File: src/erq_pkg.sv
// shared types and constants for the event reorder queue
package erq_pkg;

   localparam int SecondsWidth = 32;
   localparam int NanosWidth   = 30;
   localparam int FidWidth     = 17;
   localparam int HandleWidth  = 32;
   localparam int OccWidth     = 7;

   localparam logic [1:0] STATUS_PUSHED  = 2'd0;
   localparam logic [1:0] STATUS_FULL    = 2'd1;
   localparam logic [1:0] STATUS_POPPED  = 2'd2;
   localparam logic [1:0] STATUS_EMPTY   = 2'd3;

   localparam logic REQ_PUSH = 1'b0;
   localparam logic REQ_POP  = 1'b1;

   typedef struct packed {
      logic [HandleWidth-1:0]  handle;
      logic [SecondsWidth-1:0] seconds;
      logic [NanosWidth-1:0]   nanoseconds;
      logic [FidWidth-1:0]     fiducials;
      logic                    is_event;
   } entry_type;

   typedef struct packed {
      logic split_hit;
      logic walk_stop;
   } cmp_type;

   typedef enum logic [3:0] {
      S_IDLE,
      S_SPLIT_RD,
      S_SPLIT_EV,
      S_WALK_RD,
      S_WALK_EV,
      S_SHIFT_RD,
      S_SHIFT_WR,
      S_PLACE,
      S_POP_RD,
      S_POP_HEAD,
      S_DOWN_RD,
      S_DOWN_WR,
      S_RESP
   } state_type;

endpackage

File: src/erq_cmp.sv
// compare unit: split match and event walk stop against one queued slot
module erq_cmp (
   input  erq_pkg::entry_type slot,
   input  erq_pkg::entry_type hdr,
   output erq_pkg::cmp_type   result
);
   logic later;

   always_comb begin
      later = (hdr.seconds > slot.seconds) ||
              ((hdr.seconds == slot.seconds) && (hdr.nanoseconds > slot.nanoseconds));
      result.split_hit = (hdr.seconds == slot.seconds) && (hdr.fiducials == slot.fiducials);
      result.walk_stop = !slot.is_event || later;
   end
endmodule

File: config.mk
export PLATFORM = sky130hd
export DESIGN_NAME = erq_cmp
export DESIGN_NICKNAME = d
export VERILOG_FILES = /design/src/erq_pkg.sv /design/src/erq_cmp.sv
export SDC_FILE = /design/constraint.sdc
export NUM_CORES = 1
export LEC_CHECK = 0
export BUFFER_PORTS_ARGS = -buffer_cell sky130_fd_sc_hd__buf_4
export CORE_AREA = 5 5 84 86
export DETAILED_ROUTE_END_ITERATION = 6
export DIE_AREA = 0 0 89 91
export GPL_TIMING_DRIVEN = 1
export PLACE_DENSITY = 0.78
export SYNTH_ARGS = -nofsm -noshare
export SYNTH_HDL_FRONTEND = slang
export SYNTH_SLANG_ARGS = --single-unit
File: constraint.sdc
create_clock -name vclk -period 2.17
set_input_delay 0.1085 -clock vclk [all_inputs]
set_output_delay 0.1085 -clock vclk [all_outputs]
set_load 0.005 [all_outputs]
* After elaboration in Yosys (flattened, before gate mapping)
Index checks and enable logic that the tools add are counted.
W data, S select, Z words.
** Storage, ports and cells
- Output and inout bits :: 2
- Logic and storage cells :: 9
- Input bits :: 224
- Register bits :: 0
** Operators by class
- Reduce and logical (&&, ||, !) cells :: 5
- $lt $le $gt $ge :: 2
- Eq/ne operators :: 2
** Operator list (count)
- $eq A32 B32 Y1 :: 1
- $gt A32 B32 Y1 :: 1
- $gt A30 B30 Y1 :: 1
- $eq A17 B17 Y1 :: 1
- $logic_and A1 B1 Y1 :: 2
- $logic_or A1 B1 Y1 :: 2
- $logic_not A1 Y1 :: 1

* Longest topological paths before layout
- Word-level depth :: 4
- Gate-level depth with buffers :: 8
- Mapped depth without buffers :: 8

* Worst setup path before layout
OpenSTA, ideal clock, no wires.
- Path kind :: input to output
- Start point :: input port slot[79] in the netlist's numbering
- End point :: output port result[0] in the netlist's numbering
- Arrival :: 1.724 ns
- Stages on the path :: 7
- Required time :: 2.061 ns
- Path buffers :: 0
- Slack :: 0.338 ns
- Path through :: inv_1 -> ha_1 -> nand4_2 -> nor4_4 -> nand4_1 -> or4_1 -> and3_1
** RTL lines
- start: declaration :: RTL line erq_cmp.sv:3 : input erq_pkg::entry_type slot,
- end: declaration :: RTL line erq_cmp.sv:5 : output erq_pkg::cmp_type result

==> out/metrics.cfg <==
[status]
status = finished clean

[yosys]
synth_largest_area_cell = ha_1
ys_seq_area_share_pct = 0
yosysMostFrequentCell = inv_1
yosysTopAreaCellShare_pct = 43.2
netlist_area_um2 = 1800
ys_warn_count = 0
syn_inst = 247
syn_avg_cell_area_um2 = 7.27
ys_top_cells_by_count = 65 x inv_1, 62 x ha_1, 17 x a21oi_1
syn_nets = 533
synthDistinctLibCells = 31
synthTopCellsByArea = ha_1 43%, inv_1 14%, xor2_1 7.3%

[placement]
hpwl_um = 5910
portBuffers = 161
routabilityCongestion = 0.788

[final_layout]
drive_above_1_share_pct = 44.0
nClkBuffers = 0
seq_cells = 0
syn2layout_area_growth_pct = 82.3
utilization_pct = 52.8
n_antenna_cell = 0
nets = 702
regArea_um2 = 0

[worst_setup_path]
arrival_ns = 1.96
cp.required_ns = 2.06
worstPathMaxFanout = 3
endpoint_kind = output pin
crit_start = slot[39]
critical_path_class = in -> out
crit_chain = buf_4 -> inv_1 -> ha_1 -> nand4_1 -> nor4_1 -> nand3_1 -> or3_2 -> and3_4 -> buf_4
cp_slowest_stage_delay_ns = 0.49
worst_path_most_repeated_cell = buf_4
worstSetupStartpointType = input pin
cpMaxStageDelayCell = or3_2

[timing]
fin_crit_ns = 2.07
period_share_pct = 95.4
tns_ns = 0
slew_headroom_pct = 75.0
finalSetupViolations = 0
maxSlewViolCount = 0
hold_viol_final = 0
whs_ns = 0.588
tightest_slew_ns = 0.375
fmax_mhz = 483

[floorplanning]
die_w_um = 89
start_util_pct = 28.9
core_um2 = 6200
num_io_pins = 226
fp.dieH_um = 91
die_area_um2 = 8100
rows = 29

[hold_path]
hold_start = hdr[8]
hp-class = in -> out
hold_path_depth = 5
min_to = result[1]

[routing]
drc = 0
dr_total_vias = 2309
drtIter0Drc = 26
drtPass1Iterations = 4
vias_per_cell = 4.70
wl_um = 6300
final_antenna_net_count = 0
wl_per_cell_um = 12.8

[global_routing]
grtUsageTotal_pct = 14.2
antenna_found_initial = 0
grt_max_degree = 4
grt_pass1_wl_um = 9760
overflow = 0
first_global_vias = 2405

[power]
powerDensity_nw_per_um2 = 168
p_sw_share_pct = 38.3
clkPwrFrac_pct = 0
leakage_nw = 1.91
pwr-share-comb_pct = 100.0
switchingPower_w = 0.000211
ir_worst_vdd_mv = 0.0860
p_int_w = 0.000340
seq_power_share_pct = 0
power_w = 0.000551

[cts]
postCtsHoldBufs = 0

[run]
drv_cap = 0

## cell usage in the layout (no fill, tap or decap)
cell type	Yosys	layout
buf_4	0	167
inv_1	65	65
ha_1	62	55
a21oi_1	17	17
xor2_1	15	15
nand4_1	12	12
nand2_1	9	9
nor2_1	9	9
a21o_1	8	8
o21ai_0	9	8
nand3_1	7	7
ha_4	0	7
nor4_1	4	4
nand4_4	0	3
a211oi_1	3	3
nor3_1	3	3
a31oi_1	2	2
nor2b_1	2	2
xnor2_1	2	2
a2111oi_1	0	1
nor4_4	1	1
nor3b_1	1	1
a221o_1	1	1
o2111ai_1	1	1
o211ai_1	1	1
and4_1	1	1
or3_2	1	1
o21ai_1	0	1
or2b_2	1	1
nand2b_1	1	1
and3_1	2	1
a311o_1	1	1
o41ai_2	0	1
or4_1	1	1
and3_4	0	1
## worst max-delay path: cells and delay by family
family	cells	cell delay [ns]
adder cells (fa/ha/maj)	1	0.30
AND/OR/NAND/NOR	5	1.31
buffers and inverters	3	0.24
## worst max path at each step
stage	end	slack, ns	depth (start not counted)
final	result[0]	0.1	9
after global placement	result[0]	0.01	11
after detailed placement	result[0]	-0.005	8
after floorplan	result[0]	0.34	7
after CTS	result[0]	0.001	8
after global routing	result[0]	-0.007	10
## power by group through the flow
| stage | clock network [W] | registers [W] | logic [W] |
|---|---|---|---|
| 6_report | 0 | 0 | 0.000551 |
| 3_3_place_gp | 0 | 0 | 0.000498 |
| 3_5_place_dp | 0 | 0 | 0.000518 |
| 2_1_floorplan | 0 | 0 | 0.000224 |
| 4_1_cts | 0 | 0 | 0.000521 |
| 5_1_grt | 0 | 0 | 0.000625 |
## kinds of logic (layout without fill, tap and decap cells)
group	after synthesis	count (layout)	share of synthesized area [%]
buf+inv	65	232	13.6
compound gates	45	45	15.5
xor+xnor	17	17	8.29
fa+ha+maj	62	62	43.2
simple gates	58	58	19.4
## metal layers
layer | wire, µm | global-route usage, % | share of wire [%] | vias to the layer above
li1 | - | - | - | 1195
met1 | 2230 | 15.9 | 35 | 1020
met2 | 3320 | 27.9 | 53 | 92
met3 | 717 | 3.08 | 11 | 2
met4 | 27 | 0.868 | 0.43 | 0
met5 | 0 | 0 | 0 | -
## repair_timing
action	in CTS	in global routing
pin swaps	2	6
hold endpoints to repair	0	0
buffers inserted	0	1
endpoints found under the setup margin	1	1
resized for setup	0	14
## area by class of cell
cell class         instances  area, µm²
fillers                  608       2930
inverters                 65        244
multi-input cells        182       1680
well taps                 77       96.3
repair buffers           167       1250
## through the flow
step | instances | setup slack [ns] | instance area [µm²]
CTS | 490 | 0.00116 | 3140
finish | 491 | 0.0994 | 3270
global route | 491 | -0.00685 | 3270
detailed placement | 490 | -0.00485 | 3140
floorplan | 247 | 0.338 | 1800
global placement | 490 | 0.0142 | 3140
Note: power is estimated with default switching activity, not from simulation.
